--- src/design/tagged_block_pool_allocator_defines.svh ---
// Assertion macros shared by the tagged block pool allocator modules.
`ifndef TAGGED_BLOCK_POOL_ALLOCATOR_DEFINES_SVH
`define TAGGED_BLOCK_POOL_ALLOCATOR_DEFINES_SVH

// Checked on every clock edge outside reset.
`define TBPA_ASSERT(lbl, prop, msg) \
  lbl: assert property (@(posedge clk) disable iff (!rst_n) (prop)) else $error(msg);

// Checked on every clock edge, reset included.
`define TBPA_ASSERT_ALWAYS(lbl, prop, msg) \
  lbl: assert property (@(posedge clk) (prop)) else $error(msg);

`endif

--- src/design/tbpa_pkg.sv ---
// Package: types, constants and codes of the tagged block pool allocator.
package tbpa_pkg;

  localparam int MAX_BLOCKS = 64;
  localparam int TAG_BITS   = 16;
  localparam int IDX_W      = $clog2(MAX_BLOCKS);
  localparam int CNT_W      = $clog2(MAX_BLOCKS + 1);
  localparam int ALIGN_UNIT = 16;
  localparam int BS_W       = 17;
  localparam int BSE_W      = BS_W + 1;
  localparam int BYTES_W    = 23;
  localparam int OFF_W      = 22;
  localparam int ACC_W      = BYTES_W + 1;
  localparam int CFG_IDX_W  = 2;
  localparam int CFG_DATA_W = 17;

  localparam logic [CFG_IDX_W-1:0] REG_BLOCK_SIZE    = CFG_IDX_W'(0);
  localparam logic [CFG_IDX_W-1:0] REG_BLOCKS_IN_USE = CFG_IDX_W'(1);

  localparam logic [BS_W-1:0]  BLOCK_SIZE_RST = BS_W'(16);
  localparam logic [CNT_W-1:0] POOL_RST       = CNT_W'(MAX_BLOCKS);

  typedef enum logic [1:0] {
    FUNC_ALLOC_BLOCKS = 2'd0,
    FUNC_ALLOC_BYTES  = 2'd1,
    FUNC_FREE         = 2'd2,
    FUNC_FREE_ALL     = 2'd3
  } func_t;

  typedef enum logic [1:0] {
    ST_OK       = 2'd0,
    ST_NOSPACE  = 2'd1,
    ST_BADSIZE  = 2'd2,
    ST_BADINDEX = 2'd3
  } status_t;

  typedef enum logic [3:0] {
    S_IDLE,
    S_DIV,
    S_CHECK,
    S_SCAN,
    S_FILL,
    S_FREE_CHK,
    S_FREE_REF,
    S_FREE_SCAN,
    S_CLR,
    S_DONE
  } state_t;

  typedef struct packed {
    func_t              func;
    logic [CNT_W-1:0]   count;
    logic [BYTES_W-1:0] bytes;
    logic [IDX_W-1:0]   block_index;
  } in_item_t;

  typedef struct packed {
    status_t             status;
    logic [IDX_W-1:0]    first_block;
    logic [OFF_W-1:0]    byte_offset;
    logic [TAG_BITS-1:0] tag;
  } out_item_t;

  typedef struct packed {
    logic [BSE_W-1:0] blk_bytes;
    logic [CNT_W-1:0] pool_n;
  } cfg_t;

  typedef struct packed {
    logic    ld_req;
    logic    div_step;
    logic    scan_init;
    logic    scan_step;
    logic    fill_step;
    logic    free_rd;
    logic    free_ref;
    logic    free_step;
    logic    clr_all;
    logic    res_load;
    logic    res_grant;
    status_t res_status;
  } cmd_t;

  typedef struct packed {
    logic div_stop;
    logic need_bad;
    logic scan_hit;
    logic scan_last;
    logic fill_last;
    logic idx_bad;
    logic ref_zero;
    logic free_match;
    logic free_end;
  } sts_t;

endpackage

--- src/design/tagged_block_pool_allocator.sv ---
// Tagged block pool allocator: configuration registers, controller and datapath.
//
// A request is taken when start is high and busy is low; busy stays high until the result
// is ready. The result is shown for one cycle with out_valid and cannot be held off, so the
// receiver must take it on that cycle. Requests walk the tag table one block per cycle:
// allocate by count scans the pool in first-fit order for a free run of count blocks and
// stamps the run with a new tag; allocate by bytes first divides bytes by the block size
// by repeated addition; free checks the index, reads the tag of that block and frees the
// run that carries it up to the first block with another tag or the pool end; a free block
// or an index outside the pool ends it early; free all frees every block. Configuration
// writes are taken at any time but belong between requests.
`include "tagged_block_pool_allocator_defines.svh"

module tagged_block_pool_allocator import tbpa_pkg::*; (
  input  logic                  clk,
  input  logic                  rst_n,
  input  logic                  start,
  output logic                  busy,
  input  in_item_t              in_item,
  output logic                  out_valid,
  output out_item_t             out_item,
  input  logic                  cfg_we,
  input  logic [CFG_IDX_W-1:0]  cfg_index,
  input  logic [CFG_DATA_W-1:0] cfg_wdata
);

  logic [BS_W-1:0]  block_size_r;
  logic [CNT_W-1:0] blocks_in_use_r;
  logic [BSE_W-1:0] bs_round;
  cfg_t             cfg;
  cmd_t             cmd;
  sts_t             sts;

  always_ff @(posedge clk) begin
    if (!rst_n) begin
      block_size_r    <= BLOCK_SIZE_RST;
      blocks_in_use_r <= POOL_RST;
    end else if (cfg_we) begin
      case (cfg_index)
        REG_BLOCK_SIZE:    block_size_r    <= cfg_wdata[BS_W-1:0];
        REG_BLOCKS_IN_USE: blocks_in_use_r <= cfg_wdata[CNT_W-1:0];
        default:           block_size_r    <= block_size_r;
      endcase
    end
  end

  assign bs_round = ({1'b0, block_size_r} + BSE_W'(ALIGN_UNIT - 1)) & ~BSE_W'(ALIGN_UNIT - 1);

  always_comb begin
    cfg.blk_bytes = (block_size_r == '0) ? BSE_W'(ALIGN_UNIT) : bs_round;
    if (blocks_in_use_r == '0) begin
      cfg.pool_n = CNT_W'(1);
    end else if (blocks_in_use_r > CNT_W'(MAX_BLOCKS)) begin
      cfg.pool_n = CNT_W'(MAX_BLOCKS);
    end else begin
      cfg.pool_n = blocks_in_use_r;
    end
  end

  tbpa_ctrl u_ctrl (
    .clk     (clk),
    .rst_n   (rst_n),
    .start   (start),
    .in_func (in_item.func),
    .sts     (sts),
    .cmd     (cmd),
    .busy    (busy)
  );

  tbpa_dp u_dp (
    .clk       (clk),
    .rst_n     (rst_n),
    .in_item   (in_item),
    .cfg       (cfg),
    .cmd       (cmd),
    .sts       (sts),
    .out_valid (out_valid),
    .out_item  (out_item)
  );

  `TBPA_ASSERT(a_one_cycle_strobe, out_valid |=> !out_valid, "result strobe held two cycles")
  `TBPA_ASSERT(a_accept_no_result, (start && !busy) |=> !out_valid, "result too soon after transfer")
  `TBPA_ASSERT_ALWAYS(a_reset_idle, !rst_n |=> (!busy && !out_valid), "not idle after reset")

endmodule

--- src/design/tbpa_ctrl.sv ---
// Controller: request sequencing state machine of the allocator.
module tbpa_ctrl import tbpa_pkg::*; (
  input  logic  clk,
  input  logic  rst_n,
  input  logic  start,
  input  func_t in_func,
  input  sts_t  sts,
  output cmd_t  cmd,
  output logic  busy
);

  state_t  state_r, state_nxt;
  status_t st_r, st_nxt;
  logic    grant_r, grant_nxt;

  always_ff @(posedge clk) begin
    if (!rst_n) begin
      state_r <= S_IDLE;
      st_r    <= ST_OK;
      grant_r <= 1'b0;
    end else begin
      state_r <= state_nxt;
      st_r    <= st_nxt;
      grant_r <= grant_nxt;
    end
  end

  always_comb begin
    state_nxt = state_r;
    st_nxt    = st_r;
    grant_nxt = grant_r;
    case (state_r)
      S_IDLE: begin
        if (start) begin
          st_nxt    = ST_OK;
          grant_nxt = 1'b0;
          case (in_func)
            FUNC_ALLOC_BLOCKS: state_nxt = S_CHECK;
            FUNC_ALLOC_BYTES:  state_nxt = S_DIV;
            FUNC_FREE:         state_nxt = S_FREE_CHK;
            default:           state_nxt = S_CLR;
          endcase
        end
      end
      S_DIV: begin
        if (sts.div_stop) state_nxt = S_CHECK;
      end
      S_CHECK: begin
        if (sts.need_bad) begin
          st_nxt    = ST_BADSIZE;
          state_nxt = S_DONE;
        end else begin
          state_nxt = S_SCAN;
        end
      end
      S_SCAN: begin
        if (sts.scan_hit) begin
          state_nxt = S_FILL;
        end else if (sts.scan_last) begin
          st_nxt    = ST_NOSPACE;
          state_nxt = S_DONE;
        end
      end
      S_FILL: begin
        if (sts.fill_last) begin
          grant_nxt = 1'b1;
          state_nxt = S_DONE;
        end
      end
      S_FREE_CHK: begin
        if (sts.idx_bad) begin
          st_nxt    = ST_BADINDEX;
          state_nxt = S_DONE;
        end else begin
          state_nxt = S_FREE_REF;
        end
      end
      S_FREE_REF: begin
        state_nxt = sts.ref_zero ? S_DONE : S_FREE_SCAN;
      end
      S_FREE_SCAN: begin
        if (!sts.free_match || sts.free_end) state_nxt = S_DONE;
      end
      S_CLR:  state_nxt = S_DONE;
      S_DONE: state_nxt = S_IDLE;
      default: state_nxt = S_IDLE;
    endcase
  end

  always_comb begin
    cmd            = '0;
    cmd.res_status = st_r;
    cmd.res_grant  = grant_r;
    case (state_r)
      S_IDLE:      cmd.ld_req    = start;
      S_DIV:       cmd.div_step  = !sts.div_stop;
      S_CHECK:     cmd.scan_init = !sts.need_bad;
      S_SCAN:      cmd.scan_step = 1'b1;
      S_FILL:      cmd.fill_step = 1'b1;
      S_FREE_CHK:  cmd.free_rd   = !sts.idx_bad;
      S_FREE_REF:  cmd.free_ref  = 1'b1;
      S_FREE_SCAN: cmd.free_step = 1'b1;
      S_CLR:       cmd.clr_all   = 1'b1;
      S_DONE:      cmd.res_load  = 1'b1;
      default:     cmd.ld_req    = 1'b0;
    endcase
  end

  assign busy = (state_r != S_IDLE);

endmodule

--- src/design/tbpa_dp.sv ---
// Datapath: tag table, valid bits, tag counter, size division and result register.
`include "tagged_block_pool_allocator_defines.svh"

module tbpa_dp import tbpa_pkg::*; (
  input  logic      clk,
  input  logic      rst_n,
  input  in_item_t  in_item,
  input  cfg_t      cfg,
  input  cmd_t      cmd,
  output sts_t      sts,
  output logic      out_valid,
  output out_item_t out_item
);

  logic [TAG_BITS-1:0] mem [MAX_BLOCKS];
  logic [TAG_BITS-1:0] rd_data_r;
  logic [IDX_W-1:0]    rd_addr;

  logic [MAX_BLOCKS-1:0] valid_r;
  logic [TAG_BITS-1:0]   ctr_r;
  logic [TAG_BITS-1:0]   tag_r;
  logic [TAG_BITS-1:0]   ref_r;
  logic [CNT_W-1:0]      need_r;
  logic [CNT_W-1:0]      run_r;
  logic [BYTES_W-1:0]    bytes_r;
  logic [ACC_W-1:0]      acc_r;
  logic [IDX_W-1:0]      ptr_r;
  logic [IDX_W-1:0]      end_r;
  logic [IDX_W-1:0]      start_r;
  logic                  out_valid_r;
  out_item_t             out_item_r;

  logic [TAG_BITS-1:0]    tag_inc;
  logic [TAG_BITS-1:0]    tag_new;
  logic [CNT_W-1:0]       ptr_ext;
  logic [CNT_W-1:0]       ptr_inc;
  logic [CNT_W-1:0]       run_inc;
  logic [CNT_W-1:0]       start_calc;
  logic                   cur_free;
  logic [IDX_W+BSE_W-1:0] prod;

  assign tag_inc    = ctr_r + TAG_BITS'(1);
  assign tag_new    = (tag_inc == '0) ? TAG_BITS'(1) : tag_inc;
  assign ptr_ext    = {1'b0, ptr_r};
  assign ptr_inc    = ptr_ext + CNT_W'(1);
  assign run_inc    = run_r + CNT_W'(1);
  assign start_calc = ptr_inc - need_r;
  assign cur_free   = !valid_r[ptr_r];
  assign prod       = start_r * cfg.blk_bytes;
  assign rd_addr    = (cmd.free_rd || cmd.free_ref) ? ptr_r : ptr_inc[IDX_W-1:0];

  always_comb begin
    sts.div_stop   = (acc_r >= {1'b0, bytes_r}) || (need_r > cfg.pool_n);
    sts.need_bad   = (need_r == '0) || (need_r > cfg.pool_n);
    sts.scan_hit   = cur_free && (run_inc == need_r);
    sts.scan_last  = (ptr_inc == cfg.pool_n);
    sts.fill_last  = (ptr_r == end_r);
    sts.idx_bad    = (ptr_ext >= cfg.pool_n);
    sts.ref_zero   = cur_free || (rd_data_r == '0);
    sts.free_match = !cur_free && (rd_data_r == ref_r);
    sts.free_end   = (ptr_inc >= cfg.pool_n);
  end

  always_ff @(posedge clk) begin
    if (cmd.fill_step) begin
      mem[ptr_r] <= tag_r;
    end
    rd_data_r <= mem[rd_addr];
  end

  always_ff @(posedge clk) begin
    if (!rst_n) begin
      valid_r     <= '0;
      ctr_r       <= '0;
      out_valid_r <= 1'b0;
    end else begin
      out_valid_r <= cmd.res_load;
      if (cmd.clr_all) begin
        valid_r <= '0;
      end else if (cmd.fill_step) begin
        valid_r[ptr_r] <= 1'b1;
      end else if (cmd.free_step && sts.free_match) begin
        valid_r[ptr_r] <= 1'b0;
      end
      if (cmd.scan_step && sts.scan_hit) begin
        ctr_r <= tag_new;
      end
    end
  end

  always_ff @(posedge clk) begin
    if (cmd.ld_req) begin
      need_r  <= (in_item.func == FUNC_ALLOC_BYTES) ? '0 : in_item.count;
      bytes_r <= in_item.bytes;
      acc_r   <= '0;
      ptr_r   <= in_item.block_index;
    end
    if (cmd.div_step) begin
      acc_r  <= acc_r + ACC_W'(cfg.blk_bytes);
      need_r <= need_r + CNT_W'(1);
    end
    if (cmd.scan_init) begin
      ptr_r <= '0;
      run_r <= '0;
    end
    if (cmd.scan_step) begin
      if (sts.scan_hit) begin
        start_r <= start_calc[IDX_W-1:0];
        ptr_r   <= start_calc[IDX_W-1:0];
        end_r   <= ptr_r;
        tag_r   <= tag_new;
      end else begin
        run_r <= cur_free ? run_inc : '0;
        ptr_r <= ptr_inc[IDX_W-1:0];
      end
    end
    if (cmd.fill_step) begin
      ptr_r <= ptr_inc[IDX_W-1:0];
    end
    if (cmd.free_ref) begin
      ref_r <= rd_data_r;
    end
    if (cmd.free_step && sts.free_match) begin
      ptr_r <= ptr_inc[IDX_W-1:0];
    end
    if (cmd.res_load) begin
      out_item_r.status <= cmd.res_status;
      if (cmd.res_grant) begin
        out_item_r.first_block <= start_r;
        out_item_r.byte_offset <= prod[OFF_W-1:0];
        out_item_r.tag         <= tag_r;
      end else begin
        out_item_r.first_block <= '0;
        out_item_r.byte_offset <= '0;
        out_item_r.tag         <= '0;
      end
    end
  end

  assign out_valid = out_valid_r;
  assign out_item  = out_item_r;

  `TBPA_ASSERT(a_fill_in_pool, cmd.fill_step |-> (ptr_ext < cfg.pool_n), "fill past pool end")
  `TBPA_ASSERT(a_tag_nonzero, cmd.fill_step |-> (tag_r != '0), "zero tag stamped on a run")
  `TBPA_ASSERT(a_clear_all, cmd.clr_all |=> (valid_r == '0), "free all left blocks owned")

endmodule
--- config.mk ---
export PLATFORM = sky130hd
export DESIGN_NAME = tagged_block_pool_allocator
export DESIGN_NICKNAME = d
export VERILOG_FILES = /design/src/design/tbpa_pkg.sv /design/src/design/tagged_block_pool_allocator.sv /design/src/design/tbpa_ctrl.sv /design/src/design/tbpa_dp.sv
export VERILOG_INCLUDE_DIRS = /design/src /design/src/design
export SDC_FILE = /design/constraint.sdc
export NUM_CORES = 2
export LEC_CHECK = 0
export BUFFER_PORTS_ARGS = -buffer_cell sky130_fd_sc_hd__buf_2
export CORE_AREA = 2 2 387 389
export DETAILED_ROUTE_END_ITERATION = 16
export DIE_AREA = 0 0 389 391
export SETUP_SLACK_MARGIN = 0.05
export SLEW_MARGIN = 20
export SYNTH_ARGS = -nofsm -noshare
export SYNTH_HDL_FRONTEND = slang
export SYNTH_SLANG_ARGS = --single-unit
--- constraint.sdc ---
create_clock -name clk -period 11.9 [get_ports clk]
set_input_delay 0 -clock clk [delete_from_list [all_inputs] [get_ports clk]]
set_output_delay 0 -clock clk [all_outputs]
set_load 0.1 [all_outputs]
After elaboration in Yosys (flattened, before gate mapping)

Memories as Yosys holds them, arrays and structs flattened. A register that Yosys moved wholly into a read port is not among the register bits.
Index checks and enable logic that the tools add are counted.

Add/subtract/negate cells: 7
Multiply operators: 1
Magnitude comparators: 7
Eq/ne operators: 25
Muxes and demuxes: 58
Bitwise gates (word level): 4
Reduce and logical (&&, ||, !) cells: 36

Operator list:

| cell                                                            | count |
|---|---|
| 64-bit 2-to-1 mux                                               | 2 |
| 64-bit bitwise AND                                              | 1 |
| 64-bit inverter                                                 | 1 |
| 64-bit bitwise OR                                               | 1 |
| 7-bit 2-to-1 mux                                                | 9 |
| 24-bit 2-to-1 mux                                               | 2 |
| 6-bit 2-to-1 mux                                                | 7 |
| 4-bit 2-to-1 mux                                                | 9 |
| 4-bit case mux with 9 select lines                              | 1 |
| 16-bit logical NOT                                              | 2 |
| 24-bit by 18-bit adder with 24-bit output                       | 1 |
| 24-bit by 23-bit greater-or-equal comparator with 1-bit output  | 1 |
| 6-bit by 18-bit multiplier with 22-bit output                   | 1 |
| 17-bit by 4-bit adder with 18-bit output, second input constant | 1 |
| 18-bit 2-to-1 mux                                               | 1 |
| 17-bit logical NOT                                              | 1 |
| 16-bit by 1-bit adder with 16-bit output, second input constant | 1 |
| 16-bit == test                                                  | 1 |
| 4-bit by 3-bit == test with 1-bit output, second input constant | 4 |
| 1-bit 2-to-1 mux                                                | 16 |
| 16-bit 2-to-1 mux                                               | 1 |
| 7-bit by 1-bit adder with 7-bit output, second input constant   | 2 |
| 7-bit == test                                                   | 2 |
| 7-bit logical NOT                                               | 2 |
| other kinds (37)                                                | 68 |

Register bits: 269
Bits in writable memories: 1024
Bits of input ports: 61
Output and inout bits: 48
Logic and storage cells: 160
Memories: 1

Memory list:

| name     | depth | width | read ports | clocked after memory_dff | wr ports | line          | text |
|---|---|---|---|---|---|---|---|
| u_dp.mem | 64    | 16    | 1          | 1                        | 1        | tbpa_dp.sv:15 | `logic [TAG_BITS-1:0] mem [MAX_BLOCKS];` |

Logic depth before layout (Yosys ltp)

Depth in word-level cells: 11
Gate-level depth with buffers: 21
Gate-level depth less buffers: 21

Hierarchy

Synthesis repeated with hierarchy kept, for this count alone.

Cells, all modules: 3377
Area total of the unflattened synthesis: 56819.5 um^2

By module, submodules not included:

| module                      | times used | cells an instance | area each (um^2) | seq. area each (um^2) |
|---|---|---|---|---|
| tbpa_dp                     | 1          | 3131              | 54853.9          | 37335.8 |
| tagged_block_pool_allocator | 1          | 151               | 1249.9           | 480.5 |
| tbpa_ctrl                   | 1          | 95                | 715.7            | 140.1 |

Worst setup path after synthesis

No wires, ideal clock.

Path kind: flip-flop to flip-flop
Start: register block_size_r[0]
End: register u_dp.out_item_r, in the netlist u_dp.out_item[37] (data pin)
Setup time: 0.255 ns
Data arrival time: 5.095 ns
Data required time: 11.645 ns
Path slack: 6.550 ns
Cell stages (with the launch flop): 21
Path buffers: 0
Clock period less this slack: 5.350 ns
Path through: dfxtp_1 > o41a_1 > and3_1 > and3_1 > xnor2_1 > nor2b_1 > fa_1 > inv_1 > fa_1 > fa_1 > inv_1 > ha_1 > a21o_1 > a21oi_1 > o21bai_1 > a31oi_1 > o21ai_0 > o41ai_1 > o21ai_0 > xnor2_1 > and2_1

Cells in the longest elaborated chain, start to end: 3
Elaborated cells between the ends (all ways): 4
Classes of those cells: 1 x add/sub; 1 x mul; 1 x mux; 1 x reduce/logical

RTL lines:

| element                                                                        | line                                                                 | text |
|---|---|---|
| start, declared                                                                | tagged_block_pool_allocator.sv:27                                    | `logic [BS_W-1:0] block_size_r;` |
| start signal, assigned                                                         | tagged_block_pool_allocator.sv:40                                    | `REG_BLOCK_SIZE: block_size_r <= cfg_wdata[BS_W-1:0];` |
| start signal, assigned                                                         | tagged_block_pool_allocator.sv:42                                    | `default: block_size_r <= block_size_r;` |
| 17-bit by 4-bit adder with 18-bit output or 17-bit logical NOT (tied branches) | tagged_block_pool_allocator.sv:47, tagged_block_pool_allocator.sv:50 |  |
| 18-bit 2-to-1 mux (*)                                                          | tagged_block_pool_allocator.sv:50                                    | `cfg.blk_bytes = (block_size_r == '0) ? BSE_W'(ALIGN_UNIT) : bs_round;` |
| 6-bit by 18-bit multiplier with 22-bit output (*)                              | tbpa_dp.sv:49                                                        | `assign prod = start_r * cfg.blk_bytes;` |
| end, declared                                                                  | tbpa_dp.sv:31                                                        | `out_item_t out_item_r;` |

Mark *: on every way between the ends. The rest lies on a longest branch, timed or not.
A chain may end at the register's enable or synchronous reset.

Worst setup path in the final report

Start: register u_dp.ptr_r[5]
End: register u_dp.rd_data_r[11] (read register of u_dp.mem)

Cells in the longest elaborated chain, start to end: 5
Elaborated cells between the ends (all ways): 6
Classes of those cells: 1 x add/sub; 1 x order compare; 2 x mux; 2 x reduce/logical

RTL lines:

| element                                                      | line             | text |
|---|---|---|
| start, declared                                              | tbpa_dp.sv:27    | `logic [IDX_W-1:0] ptr_r;` |
| start signal, assigned                                       | tbpa_dp.sv:96    | `ptr_r <= in_item.block_index;` |
| start signal, assigned                                       | tbpa_dp.sv:109   | `ptr_r <= start_calc[IDX_W-1:0];` |
| start signal, assigned                                       | tbpa_dp.sv:114   | `ptr_r <= ptr_inc[IDX_W-1:0];` |
| 6-bit by 7-bit greater-or-equal comparator with 1-bit output | tbpa_dp.sv:58    | `sts.idx_bad = (ptr_ext >= cfg.pool_n);` |
| 1-bit logical NOT                                            | tbpa_ctrl.sv:100 | `S_FREE_CHK: cmd.free_rd = !sts.idx_bad;` |
| 1-bit 2-to-1 mux                                             | tbpa_ctrl.sv:94  | `case (state_r)` |
| 1-bit logical OR                                             | tbpa_dp.sv:50    | `assign rd_addr = (cmd.free_rd \|\| cmd.free_ref) ? ptr_r : ptr_inc[IDX_W-1:0];` |
| 6-bit 2-to-1 mux (*)                                         | tbpa_dp.sv:50    |  |
| end, declared                                                | tbpa_dp.sv:16    | `logic [TAG_BITS-1:0] rd_data_r;` |

Marks and branches as above.

==> metrics.txt <==
outcome completed; largest net degree at the start of global routing 129; WP data required about 13000 ps; slowest stage cell on the critical path buf_4; CP Cell Sequence ha_1 -> and4b_1 -> o21ai_1 -> o21ai_2 -> nand2_4 -> buf_4 -> a32oi_4 -> buf_4 -> o22ai_1 -> o32ai_1 -> o221ai_1 -> o41ai_1; Die Width ~390 µm; cell taking the most area after synthesis edfxtp_1; Slew HR 0.213; final worst path period need 6110 ps; yosys warns 0; top cells by area, synth edfxtp_1 59%, dfxtp_1 4.6%, mux4_2 3.7%; Setup CP Type flip-flop to flip-flop; sequential element share of the synthesized area 0.640; Post-CTS Resized 0; dpl cells approximately 6000; Slew Viols, Final 0; Worst Skew 29.5 ps; nature of the critical path endpoint flip-flop; Die Ht ~390 µm; starting DRC count in detailed routing 4466; Yosys cell types 96; highest cell delay on the worst timing path 870 ps; pwr dens 240 nW/µm²; dpl hpwl around 100000 µm; CTS tree built; Post-Syn Instances between 4000 and 5000; crit-path max FO 81; gr usage total 0.223; crit start category flip-flop; setup ws final approximately 5800 ps; Max Root-Sink Buffers 3; 1st-pass router iterations 6; antenna violations before repair 8; CTS root buf clkbuf_16; Worst-Margin Slew roughly 1200 ps; final wirelength ~170000 µm; Synth Flop Type edfxtp_1; Post-Syn Area approximately 59000 µm²; crit-path leading delay family compound AO/OA/AOI/OAI gates; Overflow after GRT 0; Post-Layout Cell Count about 6500; vias per cell 6.06; layout cell share with drive strength beyond 1 0.155; Routed WL per cell 26.7 µm; final instance area ~68000 µm²; Inserted Clock Buffers 137; Critical path buffers and inverters 2; Max Clock Freq about 0.16 GHz; setup_tns 0 ps; die area 152000 µm²; Hold Path Class primary input to flip-flop; cell mode on critical path buf_4; Pleak between 20 and 25 nW; Setup violations, final 0; # IOs ~110; top cell type's share of synthesized area 0.594; first-pass GRT wire length ~250000 µm; routability congestion estimate about 0.86; area post-placement approximately 62000 µm²; worst skew pair latency just under 800 ps; Synth async-reset ratio 0; clock-pin slew on the worst setup and hold paths 60 ps; RSZ-0062 raised after global routing no; Max IR drop VDD ~240 µV; Yosys reg bits about 1300; CP arrival 6790 ps; area grow syn2layout 14.6%; part of the cycle the worst path needs 0.514; Port Buffers between 100 and 150; Max Cap Viol 0; Starting Density 0.397; DP Worst Slack just under 6000 ps; core area between 100000 and 150000 µm²; EDFF count, synth roughly 1200; FP Rows 142; clk sinks 1301; vias between 30000 and 40000; Hold Fails Final Rpt 0; number of nets in the layout approximately 4600; Post-Syn Area per Cell approximately 14 µm²; number of global-route vias before repair around 39000; H-Tree Depth 4; Final ANT Viol Nets 0; DRC errors left 0
==> cell usage in the layout, fill, tap and decap left out, types with 124 or more instances in the layout <==
cell           synthesis  routed
dfxtp_1              135     135
mux2i_1              125     125
dlygate4sd3_1          0     128
buf_4                 27     124
nand2_1              139     138
o21ai_0              240     240
nor2_1               199     176
inv_1                134     134
o22ai_1              310     310
clkbuf_16              0     142
edfxtp_1            1166    1166
==> synthesized netlist by cell type (all sizes together), types with 36 or more instances <==
cell type and number:
xor2 54, nor3 92, inv 137, ha 90, o21ai 251, buf 137, a221oi 72, nor2 202
mux2 102, a31oi 61, mux2i 125, mux4 97, dfxtp 135, nand3 66, edfxtp 1166, o221ai 96
clkbuf 159, and2 75, fa 50, nor2b 61, o22ai 310, a21oi 96, or3 38, xnor2 63
a32oi 36, nand2 141
==> sequential cells by signal (all words and copies together) (netlist names), named ones only <==
signal           flops
u_dp.ctr_r          16
u_ctrl.st_r          2
u_ctrl.state_r       4
u_dp.bytes_r        23
blocks_in_use_r      7
u_ctrl.grant_r       1
u_dp.out_valid       1
block_size_r        17
u_dp.start_r         6
u_dp.need_r          7
u_dp.ptr_r           6
u_dp.tag_r          16
u_dp.out_item       42
u_dp.acc_r          20
u_dp.end_r           6
u_dp.ref_r          16
u_dp.rd_data_r      16
u_dp.mem          1024
u_dp.run_r           7
==> final cells by class <==
| type | count | area [µm²] |
|---|---|---|
| clock buffers | 173 | 3740 |
| clock inverters | 72 | 785 |
| fillers | 12902 | 81000 |
| repair buffers | 357 | 2750 |
| flip-flops and latches | 1301 | 37700 |
| inverters | 139 | 522 |
| well taps | 1944 | 2430 |
| multi-input cells | 2491 | 19600 |
| diodes | 3 | 7.51 |
==> metal layers <==
layer / vias up / wire length (µm) / track usage
met5: - / 27 / 0
met4: 4 / 5120 / 0.0739
met3: 319 / 14000 / 0.0463
met2: 1723 / 82800 / 0.366
met1: 20101 / 71000 / 0.297
li1: 17153 / - / -
==> worst min-delay path: stages <==
cell and delay [ps]:
dlygate4sd3_1 520, buf_2 120, o21ai_0 80, nand2_1 60
==> power breakdown <==
| part | internal [W] | switching (W) | total, W |
|---|---|---|---|
| Combinational | 0.00221 | 0.00436 | 0.00657 |
| Clock | 0.00250 | 0.00183 | 0.00433 |
| Sequential | 0.00516 | 0.000178 | 0.00534 |
| Total | 0.00987 | 0.00637 | 0.0162 |
==> metrics by stage <==
stage / utilization / hold WS, ps / total power [W]
after floorplan: - / 98.9 / 0.00977
after global placement: 0.415 / 176 / 0.0118
after detailed placement: 0.415 / 178 / 0.0119
after CTS: 0.455 / 4.91 / 0.0162
after global routing: 0.455 / 62.9 / 0.0169
final: 0.455 / 50.2 / 0.0162
==> worst paths after layout <==
| kind | startpoint | to | slack, ps | cells after the start |
|---|---|---|---|---|
| min | cfg_wdata[6] | blocks_in_use_r[6] | 50 | 4 |
| max reg2reg | u_dp.ptr_r[5] | u_dp.rd_data_r[11] | 5790 | 12 |
| max | u_dp.ptr_r[5] | u_dp.rd_data_r[11] | 5790 | 12 |
| min reg2reg | flip-flop | flip-flop | 470 | 2 |
==> kinds of logic after synthesis <==
kind of cell | count (synthesis) | share of synthesized area
adders and majority gates | 140 | 0.0361
muxes | 324 | 0.0778
xor gates and xnor gates | 118 | 0.0178
other | 1 | 0.0000636
DFF | 1301 | 0.640
AOI/OAI and AO/OA | 1116 | 0.128
buffers and inverters | 435 | 0.0322
and+or+nand+nor | 789 | 0.0683
==> what timing repair did <==
item                                   4_1_cts  5_1_grt
setup buffers                                0        0
hold buffers                               128        0
endpoints found under the hold margin       78        0
No activity file was read; power rests on OpenSTA's default activity.
